<file path="src/rtl/core/four_light_normal_pixel_macros.svh">
// assertion macros for the four-light normal block
// used by rtl/core/four_light_normal_pixel.sv, no other dependencies
`ifndef FOUR_LIGHT_NORMAL_PIXEL_MACROS_SVH
`define FOUR_LIGHT_NORMAL_PIXEL_MACROS_SVH

`ifndef ASSERT_OFF

// condition must hold in the same cycle as the trigger
`define FLN_ASSERT_SAME(label, clk, rst_n, trig, cond) \
  label: assert property (@(posedge clk) disable iff (!rst_n) (trig) |-> (cond)) \
    else $error("assertion failed: same-cycle implication");

// condition must hold in the cycle after the trigger
`define FLN_ASSERT_NEXT(label, clk, rst_n, trig, cond) \
  label: assert property (@(posedge clk) disable iff (!rst_n) (trig) |=> (cond)) \
    else $error("assertion failed: next-cycle implication");

`else

`define FLN_ASSERT_SAME(label, clk, rst_n, trig, cond)
`define FLN_ASSERT_NEXT(label, clk, rst_n, trig, cond)

`endif

`endif

</file>
<file path="src/rtl/core/fln_pkg.sv">
// shared types, constants and helpers for the four-light normal block
// no dependencies
package fln_pkg;

  localparam int PIX_W         = 24;
  localparam int BYTE_W        = 8;
  localparam int DIFF_W        = 9;
  localparam int SQ_W          = 16;
  localparam int SUM_W         = 17;
  localparam int OUT_W         = 16;
  localparam int FRAC_BITS_DEF = 14;

  typedef struct packed {
    logic [PIX_W-1:0] north_pixel;
    logic [PIX_W-1:0] east_pixel;
    logic [PIX_W-1:0] south_pixel;
    logic [PIX_W-1:0] west_pixel;
  } in_t;

  typedef struct packed {
    logic signed [OUT_W-1:0] normal_x;
    logic signed [OUT_W-1:0] normal_y;
    logic                    degenerate;
  } out_t;

  // sideband that rides along the cell chain
  typedef struct packed {
    logic degen;
    logic neg_x;
    logic neg_y;
  } side_t;

  function automatic logic [BYTE_W-1:0] max3(input logic [PIX_W-1:0] p);
    logic [BYTE_W-1:0] a;
    logic [BYTE_W-1:0] b;
    logic [BYTE_W-1:0] c;
    logic [BYTE_W-1:0] m;
    a = p[BYTE_W-1:0];
    b = p[2*BYTE_W-1:BYTE_W];
    c = p[3*BYTE_W-1:2*BYTE_W];
    m = (a > b) ? a : b;
    return (c > m) ? c : m;
  endfunction

endpackage

</file>
<file path="src/rtl/core/fln_back.sv">
// output stage: rounding, sign, saturation and the output register
// depends on fln_pkg
module fln_back import fln_pkg::*; #(
  parameter  int FRAC_BITS = FRAC_BITS_DEF,
  localparam int YW        = FRAC_BITS + 2
) (
  input  logic               clk,
  input  logic               rst_n,
  input  logic               adv,
  input  logic               valid_i,
  input  side_t              side_i,
  input  logic [1:0][YW-1:0] y_i,
  output logic               valid_o,
  output out_t               data_o
);

  localparam int QW  = (YW > SUM_W) ? YW : SUM_W;
  localparam int MW  = OUT_W + 1;
  localparam logic [QW-1:0] POS_MAX = QW'(32767);
  localparam logic [QW-1:0] NEG_MAX = QW'(32768);

  logic [1:0][YW:0]      y_inc;
  logic [1:0][QW-1:0]    q;
  logic [1:0][MW-1:0]    mag;
  logic [1:0]            neg;
  logic [1:0][OUT_W-1:0] comp;
  out_t                  out_nxt;

  logic                  valid_r;
  out_t                  out_r;

  assign neg[0] = side_i.neg_x;
  assign neg[1] = side_i.neg_y;

  for (genvar l = 0; l < 2; l++) begin : g_lane
    // y = floor(2x), so round-half-away of x is (y + 1) / 2
    assign y_inc[l] = (YW + 1)'(y_i[l]) + (YW + 1)'(1);
    assign q[l]     = QW'(y_inc[l][YW:1]);
    always_comb begin
      if (neg[l]) begin
        mag[l] = (q[l] > NEG_MAX) ? MW'(NEG_MAX) : MW'(q[l]);
      end else begin
        mag[l] = (q[l] > POS_MAX) ? MW'(POS_MAX) : MW'(q[l]);
      end
    end
    assign comp[l] = neg[l] ? OUT_W'(MW'(0) - mag[l]) : OUT_W'(mag[l]);
  end

  always_comb begin
    out_nxt.degenerate = side_i.degen;
    out_nxt.normal_x   = side_i.degen ? '0 : $signed(comp[0]);
    out_nxt.normal_y   = side_i.degen ? '0 : $signed(comp[1]);
  end

  always_ff @(posedge clk) begin
    if (!rst_n) begin
      valid_r <= 1'b0;
    end else if (adv) begin
      valid_r <= valid_i;
    end
  end

  always_ff @(posedge clk) begin
    if (adv) begin
      out_r <= out_nxt;
    end
  end

  assign valid_o = valid_r;
  assign data_o  = out_r;

endmodule

</file>
<file path="config.mk">
export PLATFORM = sky130hd
export DESIGN_NAME = fln_back
export DESIGN_NICKNAME = d
export VERILOG_FILES = /design/src/rtl/core/four_light_normal_pixel_macros.svh /design/src/rtl/core/fln_pkg.sv /design/src/rtl/core/fln_back.sv
export SDC_FILE = /design/constraint.sdc
export NUM_CORES = 1
export LEC_CHECK = 0
export BUFFER_PORTS_ARGS = -buffer_cell sky130_fd_sc_hd__buf_2
export CELL_PAD_IN_SITES_DETAIL_PLACEMENT = 0
export CELL_PAD_IN_SITES_GLOBAL_PLACEMENT = 1
export CORE_ASPECT_RATIO = 0.6
export CORE_UTILIZATION = 42
export DETAILED_ROUTE_END_ITERATION = 6
export HOLD_SLACK_MARGIN = 0.03
export PLACE_DENSITY_LB_ADDON = 0.1
export REMOVE_ABC_BUFFERS = 1
export SLEW_MARGIN = 20
export SYNTH_ARGS = -nofsm -noshare
export SYNTH_HDL_FRONTEND = slang
export SYNTH_SLANG_ARGS = --single-unit
export TNS_END_PERCENT = 5
</file>
<file path="constraint.sdc">
create_clock -name clk -period 5.07 [get_ports clk]
set_input_delay 1.014 -clock clk [delete_from_list [all_inputs] [get_ports clk]]
set_output_delay 1.014 -clock clk [all_outputs]
set_load 0.005 [all_outputs]
</file>
==> results.ini <==
[status]
status=completed

[global_routing]
grt_max_degree=35
grt_pass1_vias=2958
grt-ovfl-total=0
grt_pass1_wl_um=16500
track_usage=0.239
antenna_found_initial=0

[routing]
wl_um=10700
drtPass1Iterations=5
vias=3587
ant_nets=0
post-route-drc-count=0
drtIter0Drc=285
wl_per_cell_um=18.2
routed_via_density=6.07

[timing]
relSlewSlack=0.409
finalHoldViolCount=0
clock_skew_ns=0
finalMaxSlewViolations=0
maxClockFrequency_mhz=212
tns_ns=0
layout_setup_ws_ns=0.357
rsz0062_at_grt=no
fin_crit_ns=4.71
min_period_over_period=0.930
setup-violations-final=0
tightest_slew_ns=0.882

[synth]
synth_top_flop_cell=edfxtp_1
synth-warning-count=0
yosys.cell_types.count=78
ys_ff_latch=34
synth_top_area_frac=0.272
synth_largest_area_cell=edfxtp_1
synth_area_per_cell_um2=8.64
synthTopCellsByArea=edfxtp_1 (27%), xnor2_1 (6.0%), xor2_1 (5.0%)
syn-cell-area_um2=3640
synth_edf_count=33
synth-seq-area-share=0.277
syn_inst=422
synthArstFlopShare=0

[cts]
cts_buffers=5
ctsHoldBuffers=0
clkSinkCount=34
cts-root-buf=clkbuf_16
path_clk_slew_ns=0.05
h-tree-depth=2
cts.repair.resized=0
post_cts_buffers=0
cts_buffer_depth=2
clock_latency_ns=0.28
cts_tree=yes

[final_layout]
drive_gt1_frac=0.251
fin_area_um2=4150
n_antenna_cell=0
final_nets=525
final-instance-count-excl-fill=591
area_delta_synth_final_pct=14.0
nFillCells=809

[floorplan]
die_h_um=74.2
core_area_um2=8130
fp.dieArea_um2=9070
die_w_um=122
start_util=0.448
num_rows=25
io-pin-count=73

[setup_path]
end_kind=flop
cpMaxStageDelayCell=or3b_1
crit_path_max_incr_delay_ns=0.45
crit_type=in2reg
critical_path_depth=15
cp_max_fo=8
timing.rr.end=valid_o$_SDFFE_PN0P_
rr_startpoint=valid_o$_SDFFE_PN0P_
crit_buf_inv=1
required_ns=5.07
cp-endpoint=data_o[29]$_SDFFCE_PP0P_
cpLargestDelayFamily=simple AND/OR/NAND/NOR gates
cp-startpoint=y_i[0]
cp.arrival_ns=4.71
path_cells=buf_2 > ha_1 > nand3_1 > nor3_1 > xnor2_1 > nor4_1 > a31o_2 > a21oi_1 > ha_1 > o21ai_0 > or3b_1 > a2111oi_2 > nor2b_1 > a211o_1 > a21oi_1
rrSetupSlack_ns=4.47
r2r_cells=2
critPathLaunchType=input pin

[placed_design]
dp_slack_ns=0.123
port_buffers=72
gp_congestion=0.991
placed_cells=583
dp_hpwl_um=8350
dpl-instance-area_um2=4010

[run]
drv_cap=0

[power]
power.leakage_nw=1.51
total_power_mw=0.861
peakVddDrop_mv=0.143
power_density_nw_per_um2=207

[min_path]
hold_path.class=reg2reg
hp-start=valid_o$_SDFFE_PN0P_

==> how the worst min path moves through the flow <==
stage,end,slack [ns],cells after the start
after global routing,valid_o$_SDFFE_PN0P_,0.61,2
after CTS,valid_o$_SDFFE_PN0P_,0.53,2
after global placement,valid_o$_SDFFE_PN0P_,0.49,2
final,valid_o$_SDFFE_PN0P_,0.53,2
after floorplan,valid_o$_SDFFE_PN0P_,0.51,2
after detailed placement,valid_o$_SDFFE_PN0P_,0.52,2
==> state kept, by name, summed over array words and instances (netlist names) <==
name / flops
data_o: 33
valid_o: 1
==> area by class of cell <==
type / instances / area (um^2) / area share
tap: 108 / 135 / 0.0325
clock inverter: 3 / 16.3 / 0.00392
inverter: 12 / 45.0 / 0.0108
timing repair buffer: 83 / 443 / 0.107
clock buffer: 5 / 125 / 0.0301
sequential: 34 / 1010 / 0.243
multi-input combinational: 346 / 2380 / 0.573
==> synthesized netlist by cell type, drive strengths merged, types with 3 or more instances <==
cell type,n
a211oi,9
a21oi,27
a221oi,11
a31o,4
a31oi,5
a41oi,3
and2,7
and3,6
and4,7
buf,14
clkbuf,15
edfxtp,33
ha,4
inv,12
mux2i,4
nand2,23
nand2b,4
nand3,23
nand3b,6
nand4,14
nor2,31
nor2b,7
nor3,22
nor3b,6
nor4,14
o21ai,18
or3,8
or4,3
xnor2,25
xor2,21
==> cells in the final DEF (no fill, tap or decap), types with 3 or more instances in the layout <==
cell	count
nand2_1	22
ha_1	4
clkbuf_16	5
nor4_1	12
a221oi_1	11
nor3b_2	3
nor2b_1	6
nor3b_1	3
xnor2_1	25
a211oi_1	8
or3_1	8
inv_1	12
a21oi_1	27
and3_1	5
nand2b_1	4
nor2_1	30
and4_1	4
a41oi_1	3
nor3_1	22
o21ai_0	17
a31oi_1	4
nand3b_1	6
nand4_2	3
buf_4	11
buf_2	72
and2_1	6
xor2_1	21
edfxtp_1	33
nand3_1	23
mux2i_1	4
a31o_2	4
nand4_1	9
==> worst register-to-register path, delay by kind of cell (launching register included) <==
kind             cells  cell delay (ns)
flip-flops           1             0.31
AND/OR/NAND/NOR      1             0.06
multiplexers         1             0.12
==> cells by family after synthesis <==
family,Yosys count,synth area share
AND/OR/NAND/NOR,187,0.312
multiplexers,5,0.0141
buffers and inverters,42,0.0700
flip-flops,34,0.277
adder cells (fa/ha/maj),4,0.0137
AO/OA/AOI/OAI,104,0.203
XOR/XNOR,46,0.111
==> routing by layer <==
layer / vias to the layer above / track usage / part of all wire
met5: - / 0 / 0
met4: 0 / 0.0244 / 0.0035
met3: 7 / 0.0736 / 0.11
met2: 177 / 0.274 / 0.34
met1: 1666 / 0.410 / 0.54
li1: 1737 / - / -
==> metrics by stage <==
stage	hold slack (ns)	utilization
after floorplan	0.507	-
after global placement	0.494	0.493
after detailed placement	0.522	0.493
after CTS	0.534	0.511
after global routing	0.607	0.511
final	0.535	0.511
==> report_power, final <==
| group | internal (mW) | switching, mW | leakage (nW) |
|---|---|---|---|
| sequential | 0.338 | 0.00779 | 0.327 |
| combinational | 0.0852 | 0.136 | 1.12 |
| clock | 0.179 | 0.115 | 0.0672 |
No activity file was read; power rests on OpenSTA's default activity.
