`src/rtl/core/four_light_normal_pixel_macros.svh`:
```
// assertion macros for the four-light normal block
// used by rtl/core/four_light_normal_pixel.sv, no other dependencies
`ifndef FOUR_LIGHT_NORMAL_PIXEL_MACROS_SVH
`define FOUR_LIGHT_NORMAL_PIXEL_MACROS_SVH

`ifndef ASSERT_OFF

// condition must hold in the same cycle as the trigger
`define FLN_ASSERT_SAME(label, clk, rst_n, trig, cond) \
  label: assert property (@(posedge clk) disable iff (!rst_n) (trig) |-> (cond)) \
    else $error("assertion failed: same-cycle implication");

// condition must hold in the cycle after the trigger
`define FLN_ASSERT_NEXT(label, clk, rst_n, trig, cond) \
  label: assert property (@(posedge clk) disable iff (!rst_n) (trig) |=> (cond)) \
    else $error("assertion failed: next-cycle implication");

`else

`define FLN_ASSERT_SAME(label, clk, rst_n, trig, cond)
`define FLN_ASSERT_NEXT(label, clk, rst_n, trig, cond)

`endif

`endif

```
`src/rtl/core/fln_pkg.sv`:
```
// shared types, constants and helpers for the four-light normal block
// no dependencies
package fln_pkg;

  localparam int PIX_W         = 24;
  localparam int BYTE_W        = 8;
  localparam int DIFF_W        = 9;
  localparam int SQ_W          = 16;
  localparam int SUM_W         = 17;
  localparam int OUT_W         = 16;
  localparam int FRAC_BITS_DEF = 14;

  typedef struct packed {
    logic [PIX_W-1:0] north_pixel;
    logic [PIX_W-1:0] east_pixel;
    logic [PIX_W-1:0] south_pixel;
    logic [PIX_W-1:0] west_pixel;
  } in_t;

  typedef struct packed {
    logic signed [OUT_W-1:0] normal_x;
    logic signed [OUT_W-1:0] normal_y;
    logic                    degenerate;
  } out_t;

  // sideband that rides along the cell chain
  typedef struct packed {
    logic degen;
    logic neg_x;
    logic neg_y;
  } side_t;

  function automatic logic [BYTE_W-1:0] max3(input logic [PIX_W-1:0] p);
    logic [BYTE_W-1:0] a;
    logic [BYTE_W-1:0] b;
    logic [BYTE_W-1:0] c;
    logic [BYTE_W-1:0] m;
    a = p[BYTE_W-1:0];
    b = p[2*BYTE_W-1:BYTE_W];
    c = p[3*BYTE_W-1:2*BYTE_W];
    m = (a > b) ? a : b;
    return (c > m) ? c : m;
  endfunction

endpackage

```
`src/rtl/core/fln_front.sv`:
```
// input stage: channel maxima, differences, squares and their sum
// depends on fln_pkg
module fln_front import fln_pkg::*; (
  input  logic                      clk,
  input  logic                      rst_n,
  input  logic                      adv,
  input  logic                      valid_i,
  input  in_t                       data_i,
  output logic                      valid_o,
  output side_t                     side_o,
  output logic [SUM_W-1:0]          s_o,
  output logic [1:0][SQ_W-1:0]      sq_o
);

  logic [BYTE_W-1:0]        n_max;
  logic [BYTE_W-1:0]        e_max;
  logic [BYTE_W-1:0]        s_max;
  logic [BYTE_W-1:0]        w_max;
  logic signed [DIFF_W-1:0] dx;
  logic signed [DIFF_W-1:0] dy;
  logic [DIFF_W-1:0]        mag_x;
  logic [DIFF_W-1:0]        mag_y;
  logic [SQ_W-1:0]          sq_x;
  logic [SQ_W-1:0]          sq_y;
  logic [SUM_W-1:0]         sum;

  logic                     valid_r;
  side_t                    side_r;
  side_t                    side_nxt;
  logic [SUM_W-1:0]         s_r;
  logic [1:0][SQ_W-1:0]     sq_r;

  assign n_max = max3(data_i.north_pixel);
  assign e_max = max3(data_i.east_pixel);
  assign s_max = max3(data_i.south_pixel);
  assign w_max = max3(data_i.west_pixel);

  assign dx = $signed({1'b0, e_max}) - $signed({1'b0, w_max});
  assign dy = $signed({1'b0, n_max}) - $signed({1'b0, s_max});

  assign mag_x = dx[DIFF_W-1] ? DIFF_W'(-dx) : DIFF_W'(dx);
  assign mag_y = dy[DIFF_W-1] ? DIFF_W'(-dy) : DIFF_W'(dy);

  // magnitudes are at most 255, so the low byte carries them
  assign sq_x = SQ_W'(mag_x[BYTE_W-1:0] * mag_x[BYTE_W-1:0]);
  assign sq_y = SQ_W'(mag_y[BYTE_W-1:0] * mag_y[BYTE_W-1:0]);
  assign sum  = SUM_W'(sq_x) + SUM_W'(sq_y);

  always_comb begin
    side_nxt.degen = (sum == '0);
    side_nxt.neg_x = dx[DIFF_W-1];
    side_nxt.neg_y = dy[DIFF_W-1];
  end

  always_ff @(posedge clk) begin
    if (!rst_n) begin
      valid_r <= 1'b0;
    end else if (adv) begin
      valid_r <= valid_i;
    end
  end

  always_ff @(posedge clk) begin
    if (adv) begin
      side_r   <= side_nxt;
      s_r      <= sum;
      sq_r[0]  <= sq_x;
      sq_r[1]  <= sq_y;
    end
  end

  assign valid_o = valid_r;
  assign side_o  = side_r;
  assign s_o     = s_r;
  assign sq_o    = sq_r;

endmodule

```
`config.mk`:
```
export PLATFORM = sky130hd
export DESIGN_NAME = fln_front
export DESIGN_NICKNAME = d
export VERILOG_FILES = /design/src/rtl/core/four_light_normal_pixel_macros.svh /design/src/rtl/core/fln_pkg.sv /design/src/rtl/core/fln_front.sv
export SDC_FILE = /design/constraint.sdc
export NUM_CORES = 1
export LEC_CHECK = 0
export ABC_AREA = 1
export BUFFER_PORTS_ARGS = -buffer_cell sky130_fd_sc_hd__buf_4
export CORE_ASPECT_RATIO = 0.9
export CORE_MARGIN = 3
export CORE_UTILIZATION = 55
export DETAILED_ROUTE_END_ITERATION = 6
export GPL_TIMING_DRIVEN = 1
export PLACE_DENSITY = 0.77
export SYNTH_ARGS = -nofsm -noshare
export SYNTH_HDL_FRONTEND = slang
export SYNTH_SLANG_ARGS = --single-unit
export TNS_END_PERCENT = 1
```
`constraint.sdc`:
```
create_clock -name clk -period 32.1 [get_ports clk]
set_input_delay 6.42 -clock clk [delete_from_list [all_inputs] [get_ports clk]]
set_output_delay 6.42 -clock clk [all_outputs]
set_load 0.005 [all_outputs]
```
==> flow_summary.json <==
{
  "first_iter_violations": 395,
  "nFillCells": 1422,
  "rsz0062_at_grt": "no",
  "clk_path_buf_depth": 2,
  "fin_nets": 1663,
  "crit_type": "primary input to flip-flop",
  "setup_viol": 0,
  "cp_slowest_cell": "o21ai_1",
  "synth_seq_cells": 51,
  "period_share_pct": 51.28,
  "gp_congestion": 0.9172,
  "hp-class": "flip-flop to flip-flop",
  "grt.overflow.total": 0,
  "finalNonFillerCells": 1561,
  "worst_path_largest_cell_delay_ps": 700,
  "worstMarginPinSlew_ps": 888.4,
  "start_util_pct": 57.22,
  "ios": 153,
  "start_kind": "primary input",
  "yosys_warnings": 0,
  "die-area_mm2": 0.01792,
  "cp.required_ps": 32150,
  "synth-main-ff-cell": "edfxtp_1",
  "via_per_inst": 5.133,
  "grt_pass1_wl_um": 34400,
  "drt-pass1-iter-count": 7,
  "crit_start": "data_i[7]",
  "synth_cell_types": 48,
  "grt_pass1_vias": 7646,
  "slew_viol_final": 0,
  "crit_arrival_ps": 16510,
  "synth_compound_area_share_pct": 10.74,
  "synth_edf_count": 50,
  "drc_errors": 0,
  "fp.dieW_um": 140.8,
  "synth_cells": 1209,
  "rows": 43,
  "clkLatencyLatePin_ps": 290,
  "synthXorXnorAreaFrac_pct": 4.816,
  "area_delta_synth_final_pct": 16.63,
  "ys_seq_area_share_pct": 16.92,
  "vias": 8012,
  "placed_cells": 1553,
  "clock_sinks": 51,
  "dp_hpwl_um": 17540,
  "io_buffers": 150,
  "hold_start": "valid_o",
  "final-hold-violation-count": 0,
  "multiInputGateArea_mm2": 0.006499,
  "cap_violations": 0,
  "clock.fmax_mhz": 60.75,
  "critPathCaptureType": "flip-flop",
  "seqCellArea_mm2": 0.001521,
  "skew_ps": 0,
  "clock-root-buffer": "clkbuf_16",
  "fin_crit_ps": 16460,
  "setup_tns_ps": 0,
  "syn_area_per_cell_um2": 7.436,
  "timing.slew.headroom_pct": 40.37,
  "die_height_um": 127.3,
  "cts_resized": 0,
  "cp_max_fo": 16,
  "drive_above_1_share_pct": 15.82,
  "synth-simple-area-share_pct": 23.52,
  "syn_area_mm2": 0.008990,
  "h-tree-depth": 2,
  "synth_top_family_by_area": "adder cells",
  "routedWlPerCell_um": 12.84,
  "r2r_start": "valid_o",
  "synth-adder-area-share_pct": 32.96,
  "routed_wl_um": 20050,
  "synth-async-reset-ratio_pct": 0,
  "grtUsageTotal_pct": 22.89,
  "antenna_found_initial": 0,
  "grt_max_degree": 53,
  "cts_post_setup_buffers_inserted": 0,
  "core_mm2": 0.01571,
  "antenna_cells": 0,
  "synthMuxAreaShare_pct": 0,
  "postCtsHoldBufs": 0,
  "status": "finished clean",
  "numCtsBuffers": 5,
  "cts_tree": "yes",
  "postRouteAntennaNets": 0,
  "clk_pin_slew_ps": 70
}
-- layout make-up --
type	instances	area share, %
Tap cell	202	2.410
Clock inverter	3	0.4177
Sequential cell	51	14.51
Clock buffer	5	1.193
Multi-Input combinational cell	907	61.98
Timing Repair Buffer	150	10.74
Inverter	243	8.747
-- registers in the layout (all words and copies together) (netlist names) --
| register | count |
|---|---|
| side_o | 3 |
| valid_o | 1 |
| s_o | 17 |
| sq_o | 30 |
-- stage by stage --
step           instance area (µm²)  hold WS [ps]  utilization [%]  setup WS [ps]
5_1_grt                      10490         630.4            66.74          14420
6_report                     10490         572.5            66.74          15640
4_1_cts                      10490         586.2            66.74          15640
3_3_place_gp                 10320         531.6            65.67          15610
2_1_floorplan                 9005         524.8                -          16920
3_5_place_dp                 10320         566.8            65.67          15400
-- path summary, 6_finish.rpt --
check                           slack [ps]   endpoint  depth (start not counted)
worst max-delay path                 15640  side_o[2]                         51
worst min-delay path                   570    valid_o                          2
worst max register to register       31420    valid_o                          2
worst min register to register         570    valid_o                          2
-- cell families after synthesis --
family / count (synthesis)
simple gates: 480
flops: 51
fa+ha+maj: 205
buf+inv: 255
compound gates: 176
other cells: 2
xor+xnor: 40
-- Yosys cell counts, types with 4 or more instances --
| cell type | number | area [µm²] |
|---|---|---|
| or2_2 | 4 | 25.02 |
| a21oi_2 | 4 | 35.03 |
| xor2_1 | 15 | 131.4 |
| ha_1 | 152 | 1902 |
| fa_1 | 53 | 1061 |
| a31oi_1 | 5 | 31.28 |
| o21ai_0 | 80 | 400.4 |
| edfxtp_1 | 50 | 1501 |
| o211ai_1 | 8 | 60.06 |
| o21ai_1 | 6 | 30.03 |
| inv_2 | 8 | 30.03 |
| xnor2_1 | 17 | 148.9 |
| nand3_1 | 44 | 220.2 |
| nand2_2 | 11 | 68.82 |
| nand2_4 | 6 | 67.56 |
| nand4_1 | 21 | 131.4 |
| nor2_1 | 80 | 300.3 |
| clkbuf_1 | 6 | 22.52 |
| nand3b_1 | 9 | 67.56 |
| nand2_1 | 289 | 1085 |
| a21oi_1 | 63 | 315.3 |
| inv_1 | 233 | 874.6 |
-- layout by cell type (no fill, tap or decap), types with 3 or more instances in the layout --
cell type and count:
clkbuf_16 5, a21oi_2 4, nand3_2 3, buf_4 150, nand2_2 11, nor3_1 3
nand3b_1 9, nor2_1 80, edfxtp_1 50, or2_2 4, o21bai_1 3, xor2_2 3
nand2_1 289, o21ai_1 6, xor2_1 15, nand4_1 21, inv_1 233, ha_1 152
nor2_2 3, inv_2 8, a31oi_1 5, fa_1 53, a21oi_1 63, conb_1 6
xnor2_2 3, nand2_4 6, o21ai_0 80, nand3_1 44, o211ai_1 8, xnor2_1 17
-- metal layers --
metal	wire [µm]	vias to the layer above	GRT usage, %
met1	9003	3537	30.16
met5	0	-	0
met2	8826	256	37.95
met4	573	0	5.869
li1	-	4185	-
met3	1647	34	5.689
-- critical path, delay by kind of cell --
| kind | cells | cell delay (ps) |
|---|---|---|
| AOI/OAI and AO/OA | 10 | 2930 |
| xor gates and xnor gates | 1 | 120 |
| buffers and inverters | 9 | 880 |
| adders and majority gates | 9 | 3700 |
| and+or+nand+nor | 22 | 2450 |
Power is left out: the tool's default activity adds up to more than one toggle a clock period on the data nets, which glitch-free logic cannot reach.
