## src/rtl/core/four_light_normal_pixel_macros.svh

```systemverilog
// assertion macros for the four-light normal block
// used by rtl/core/four_light_normal_pixel.sv, no other dependencies
`ifndef FOUR_LIGHT_NORMAL_PIXEL_MACROS_SVH
`define FOUR_LIGHT_NORMAL_PIXEL_MACROS_SVH

`ifndef ASSERT_OFF

// condition must hold in the same cycle as the trigger
`define FLN_ASSERT_SAME(label, clk, rst_n, trig, cond) \
  label: assert property (@(posedge clk) disable iff (!rst_n) (trig) |-> (cond)) \
    else $error("assertion failed: same-cycle implication");

// condition must hold in the cycle after the trigger
`define FLN_ASSERT_NEXT(label, clk, rst_n, trig, cond) \
  label: assert property (@(posedge clk) disable iff (!rst_n) (trig) |=> (cond)) \
    else $error("assertion failed: next-cycle implication");

`else

`define FLN_ASSERT_SAME(label, clk, rst_n, trig, cond)
`define FLN_ASSERT_NEXT(label, clk, rst_n, trig, cond)

`endif

`endif

```

## src/rtl/core/fln_pkg.sv

```systemverilog
// shared types, constants and helpers for the four-light normal block
// no dependencies
package fln_pkg;

  localparam int PIX_W         = 24;
  localparam int BYTE_W        = 8;
  localparam int DIFF_W        = 9;
  localparam int SQ_W          = 16;
  localparam int SUM_W         = 17;
  localparam int OUT_W         = 16;
  localparam int FRAC_BITS_DEF = 14;

  typedef struct packed {
    logic [PIX_W-1:0] north_pixel;
    logic [PIX_W-1:0] east_pixel;
    logic [PIX_W-1:0] south_pixel;
    logic [PIX_W-1:0] west_pixel;
  } in_t;

  typedef struct packed {
    logic signed [OUT_W-1:0] normal_x;
    logic signed [OUT_W-1:0] normal_y;
    logic                    degenerate;
  } out_t;

  // sideband that rides along the cell chain
  typedef struct packed {
    logic degen;
    logic neg_x;
    logic neg_y;
  } side_t;

  function automatic logic [BYTE_W-1:0] max3(input logic [PIX_W-1:0] p);
    logic [BYTE_W-1:0] a;
    logic [BYTE_W-1:0] b;
    logic [BYTE_W-1:0] c;
    logic [BYTE_W-1:0] m;
    a = p[BYTE_W-1:0];
    b = p[2*BYTE_W-1:BYTE_W];
    c = p[3*BYTE_W-1:2*BYTE_W];
    m = (a > b) ? a : b;
    return (c > m) ? c : m;
  endfunction

endpackage

```

## src/rtl/core/fln_cell.sv

```systemverilog
// one cell of the root-search chain: settles one bit of the doubled scaled magnitude
// for both lanes; depends on fln_pkg
module fln_cell import fln_pkg::*; #(
  parameter  int FRAC_BITS = FRAC_BITS_DEF,
  parameter  int BIT       = 0,
  localparam int DW        = 2*FRAC_BITS + SQ_W + 2,
  localparam int BW        = FRAC_BITS + SUM_W + 2,
  localparam int YW        = FRAC_BITS + 2,
  localparam int TW        = 2*FRAC_BITS + SUM_W + 5
) (
  input  logic                 clk,
  input  logic                 rst_n,
  input  logic                 adv,
  input  logic                 valid_i,
  input  side_t                side_i,
  input  logic [SUM_W-1:0]     s_i,
  input  logic [1:0][DW-1:0]   d_i,
  input  logic [1:0][BW-1:0]   b_i,
  input  logic [1:0][YW-1:0]   y_i,
  output logic                 valid_o,
  output side_t                side_o,
  output logic [SUM_W-1:0]     s_o,
  output logic [1:0][DW-1:0]   d_o,
  output logic [1:0][BW-1:0]   b_o,
  output logic [1:0][YW-1:0]   y_o
);

  // d holds r - y^2*s, b holds y*s; trial bit t = y + 2^BIT is kept when
  // d >= b*2^(BIT+1) + s*2^(2*BIT)
  logic [1:0][TW-1:0] trial;
  logic [1:0]         take;
  logic [1:0][DW-1:0] d_nxt;
  logic [1:0][BW-1:0] b_nxt;
  logic [1:0][YW-1:0] y_nxt;

  logic               valid_r;
  side_t              side_r;
  logic [SUM_W-1:0]   s_r;
  logic [1:0][DW-1:0] d_r;
  logic [1:0][BW-1:0] b_r;
  logic [1:0][YW-1:0] y_r;

  for (genvar l = 0; l < 2; l++) begin : g_lane
    assign trial[l] = (TW'(b_i[l]) << (BIT + 1)) + (TW'(s_i) << (2 * BIT));
    assign take[l]  = TW'(d_i[l]) >= trial[l];
    assign d_nxt[l] = take[l] ? (d_i[l] - trial[l][DW-1:0]) : d_i[l];
    assign b_nxt[l] = take[l] ? (b_i[l] + (BW'(s_i) << BIT)) : b_i[l];
    assign y_nxt[l] = y_i[l] | (take[l] ? (YW'(1) << BIT) : '0);
  end

  always_ff @(posedge clk) begin
    if (!rst_n) begin
      valid_r <= 1'b0;
    end else if (adv) begin
      valid_r <= valid_i;
    end
  end

  always_ff @(posedge clk) begin
    if (adv) begin
      side_r <= side_i;
      s_r    <= s_i;
      d_r    <= d_nxt;
      b_r    <= b_nxt;
      y_r    <= y_nxt;
    end
  end

  assign valid_o = valid_r;
  assign side_o  = side_r;
  assign s_o     = s_r;
  assign d_o     = d_r;
  assign b_o     = b_r;
  assign y_o     = y_r;

endmodule

```

## config.mk

```make
export PLATFORM = sky130hd
export DESIGN_NAME = fln_cell
export DESIGN_NICKNAME = d
export VERILOG_FILES = /design/src/rtl/core/four_light_normal_pixel_macros.svh /design/src/rtl/core/fln_pkg.sv /design/src/rtl/core/fln_cell.sv
export SDC_FILE = /design/constraint.sdc
export NUM_CORES = 1
export LEC_CHECK = 0
export BUFFER_PORTS_ARGS = -buffer_cell sky130_fd_sc_hd__buf_4
export CORE_ASPECT_RATIO = 0.8
export CORE_MARGIN = 2
export CORE_UTILIZATION = 58
export CTS_CLUSTER_DIAMETER = 150
export DETAILED_ROUTE_END_ITERATION = 10
export PLACE_DENSITY = 0.93
export SLEW_MARGIN = 25
export SYNTH_ARGS = -nofsm -noshare
export SYNTH_HDL_FRONTEND = slang
export SYNTH_SLANG_ARGS = --single-unit
```

## constraint.sdc

```tcl
create_clock -name clk -period 17.8 [get_ports clk]
set_input_delay 3.56 -clock clk [delete_from_list [all_inputs] [get_ports clk]]
set_output_delay 3.56 -clock clk [all_outputs]
set_load 0.03 [all_outputs]
```

==> impl_metrics.yaml <==
status:
  outcome: "completed"
synth:
  syn_nets: 1995
  yosys.area.top_type: "edfxtp_1"
  synth_edf_count: 210
  netlist_instances: 1639
  yosysWarnings: 0
  synth_top_area_share_pct: 39.9
  ys_seq_area_share_pct: 40.0
  synth_flop_cell: "edfxtp_1"
  synth_area_leaders: "edfxtp_1 40%, ha_1 11%, xor2_1 7.0%"
  synth_seq_cells: 211
  synth-async-reset-ratio_pct: 0
  ys_types: 67
  synth_area_sq_um: 15800
  avgSynthCellArea_sq_um: 9.64
floorplanning:
  die_w_um: 189
  die_y_um: 152
  die-area_sq_um: 28600
  rows: 54
  ios: 425
  start_util_pct: 58.5
  core_area_sq_um: 27000
sta:
  drv_slew: 0
  hold_viol_final: 0
  finalCritPeriodShare_pct: 54.8
  layout_min_cycle_time_ps: 9750
  fmax_ghz: 0.103
  setup_viol: 0
  relSlewSlack_pct: 32.4
  hold_ws_ps: 566
  tightest_slew_ps: 1010
  rsz0062_at_grt: "false"
  skew_ps: 0
  tns_ps: 0
place:
  placed_area_sq_um: 19300
  place_congestion: 0.944
  hpwlAfterDp_mm: 39.1
  numPortBuffers: 424
layout:
  nets: 2400
  seqCellArea_sq_um: 6330
  drive_gt1_share_pct: 24.1
  num-fill-cells: 1870
  multi_input_area_sq_um: 9100
  fin_area_sq_um: 20000
  syn2layout_area_growth_pct: 26.8
cts:
  hold_buffers: 0
  worstSkewPairLatency_ps: 530
  clockBufferDepth: 3
  cts_buffers: 23
  cts_tree: "yes"
  root_buffer: "clkbuf_16"
  cts_resized: 0
  post_cts_buffers: 0
  clkSlewWorstSetupHoldPaths_ps: 60
  cts.sinks: 211
  htreeDepth: 1
critical_path:
  arrival_ps: 10020
  crit_chain: "buf_4, ha_1, inv_1, fa_1, nor2b_1, o21ai_0, a21oi_1, o21ai_0, o21ai_0, a21oi_1, a2111oi_2, nand2_1, xor2_1, ha_1, a21o_1, a21o_1, a21o_1, a211oi_1, a21oi_1, a41oi_4, buf_4, a211o_1, nor2_1, xor2_1"
  worstPathMaxFanout: 58
  setup.worst_path.start_class: "input port"
  critPathSlowestCell: "a2111oi_2"
  cpPeakStageDelay_ps: 870
  endpoint_kind: "flip-flop"
  cp.required_ps: 18070
  critical_path_class: "input port to flip-flop"
routing:
  drc: 0
  ant_nets: 0
  routed-via-count: 14800
  wl_per_cell_um: 21.0
  drt_wl_total_mm: 50.9
  firstDrtPassIters: 6
  via_per_inst: 6.12
  drt_iter0_markers: 1586
global_routing:
  grt_pass1_vias: 13600
  grt-ovfl-total: 0
  grt_pass1_wl_mm: 75.3
  grt_start_max_net_pins: 77
  track_usage_pct: 33.5
  antenna_found_initial: 3
power:
  worst_ir_drop_vdd_mv: 0.0703
  p_per_area_nw_per_um2: 97.8
  p_leak_uw: 0.00850
hold_path:
  min_path_type: "flip-flop to flip-flop"
job:
  cap_violations: 0
==> Yosys cell counts, drive strengths merged (4+ instances only) <==
library cell    n
edfxtp        210
nand2         191
o21ai         168
ha            136
xor2          127
a21oi         110
nor2           87
xnor2          83
a21o           60
inv            52
nand3          41
nor3           39
and3           34
clkbuf         33
nand4          23
nand2b         22
buf            16
a31oi          14
o21bai         14
nor2b          13
or3            13
o21a           11
a211oi          9
mux2            9
a21boi          8
nor4            8
o31ai           8
or2             8
and4            7
and2            6
fa              6
nor4b           6
o211a           6
a31o            5
nand3b          5
o211ai          5
o221ai          5
a2111oi         4
a41oi           4
==> per-layer routing <==
metal	track usage, %	part of all wire [%]	up-vias	wire [um]
li1	-	-	6863	-
met1	48.1	42	6966	21400
met2	52.8	45	884	22900
met3	4.84	9.4	101	4790
met4	10.3	3.6	2	1820
met5	0	0.026	-	13
==> cell type report <==
cell class / instances / area share (%)
multi-input combinational: 1327 / 45.4
sequential: 211 / 31.6
timing repair buffer: 429 / 16.1
inverter: 52 / 0.974
antenna: 2 / 0.0250
clock buffer: 26 / 2.93
tap: 364 / 2.27
clock inverter: 10 / 0.700
==> where the power goes <==
part	total [uW]	switching (uW)	internal [uW]
registers	677	26.1	651
logic	799	496	303
clock network	483	203	279
total	1960	726	1230
==> critical path: cells and delay by family <==
kind | cells | cell delay (ps)
compound gates | 13 | 3870
xor+xnor | 2 | 480
fa+ha+maj | 3 | 1000
buf+inv | 3 | 670
simple gates | 3 | 380
==> logic make-up (layout without fill, tap and decap cells) <==
| kind of cell | count (synthesis) | in the layout | synth area share (%) |
|---|---|---|---|
| AOI/OAI and AO/OA | 453 | 453 | 17.7 |
| xor gates and xnor gates | 210 | 210 | 11.6 |
| adders and majority gates | 142 | 142 | 11.5 |
| buffers and inverters | 101 | 517 | 2.61 |
| DFF | 211 | 211 | 40.0 |
| muxes | 12 | 12 | 0.832 |
| other | 0 | 2 | 0 |
| and+or+nand+nor | 510 | 510 | 15.6 |
==> per-stage QoR <==
step / util [%] / instances / power, uW / worst slack (ps)
after floorplan: - / 1639 / 1180 / 9140
final: 74.1 / 2421 / 1960 / 8050
after CTS: 74.0 / 2419 / 1950 / 8250
after detailed placement: 71.4 / 2383 / 1460 / 7720
after global placement: 71.4 / 2383 / 1440 / 7870
after global routing: 74.1 / 2421 / 2040 / 7680
==> cell usage in the layout (no fill, tap or decap), drive strengths merged, types with 6 or more instances in the layout <==
master / n
inv: 53
nor4: 8
o21ai: 168
buf: 428
nor2: 87
a21oi: 110
nand2b: 22
or3: 13
edfxtp: 210
a211oi: 9
fa: 6
nor4b: 6
xor2: 127
a31oi: 14
nand4: 23
o21a: 11
nand3: 41
and2: 6
a21o: 60
o21bai: 14
xnor2: 83
nand2: 191
mux2: 9
o31ai: 8
and3: 34
and4: 7
a21boi: 8
o211a: 6
clkbuf: 27
nor3: 39
ha: 136
or2: 8
nor2b: 13
==> flip-flops by register name, summed over array words and instances, names as in the netlist <==
signal,flops
y_o,32
d_o,92
s_o,17
valid_o,1
b_o,66
side_o,3
==> path summary, 6_finish.rpt <==
path | start | slack [ps] | cells past startpoint | endpoint
worst max-delay path | s_i[1] | 8050 | 24 | b_o[65]
worst min-delay path | valid_o | 570 | 2 | valid_o
worst max register to register | valid_o | 17140 | 2 | valid_o
worst min register to register | valid_o | 570 | 2 | valid_o
(Power assumes the default switching activity.)
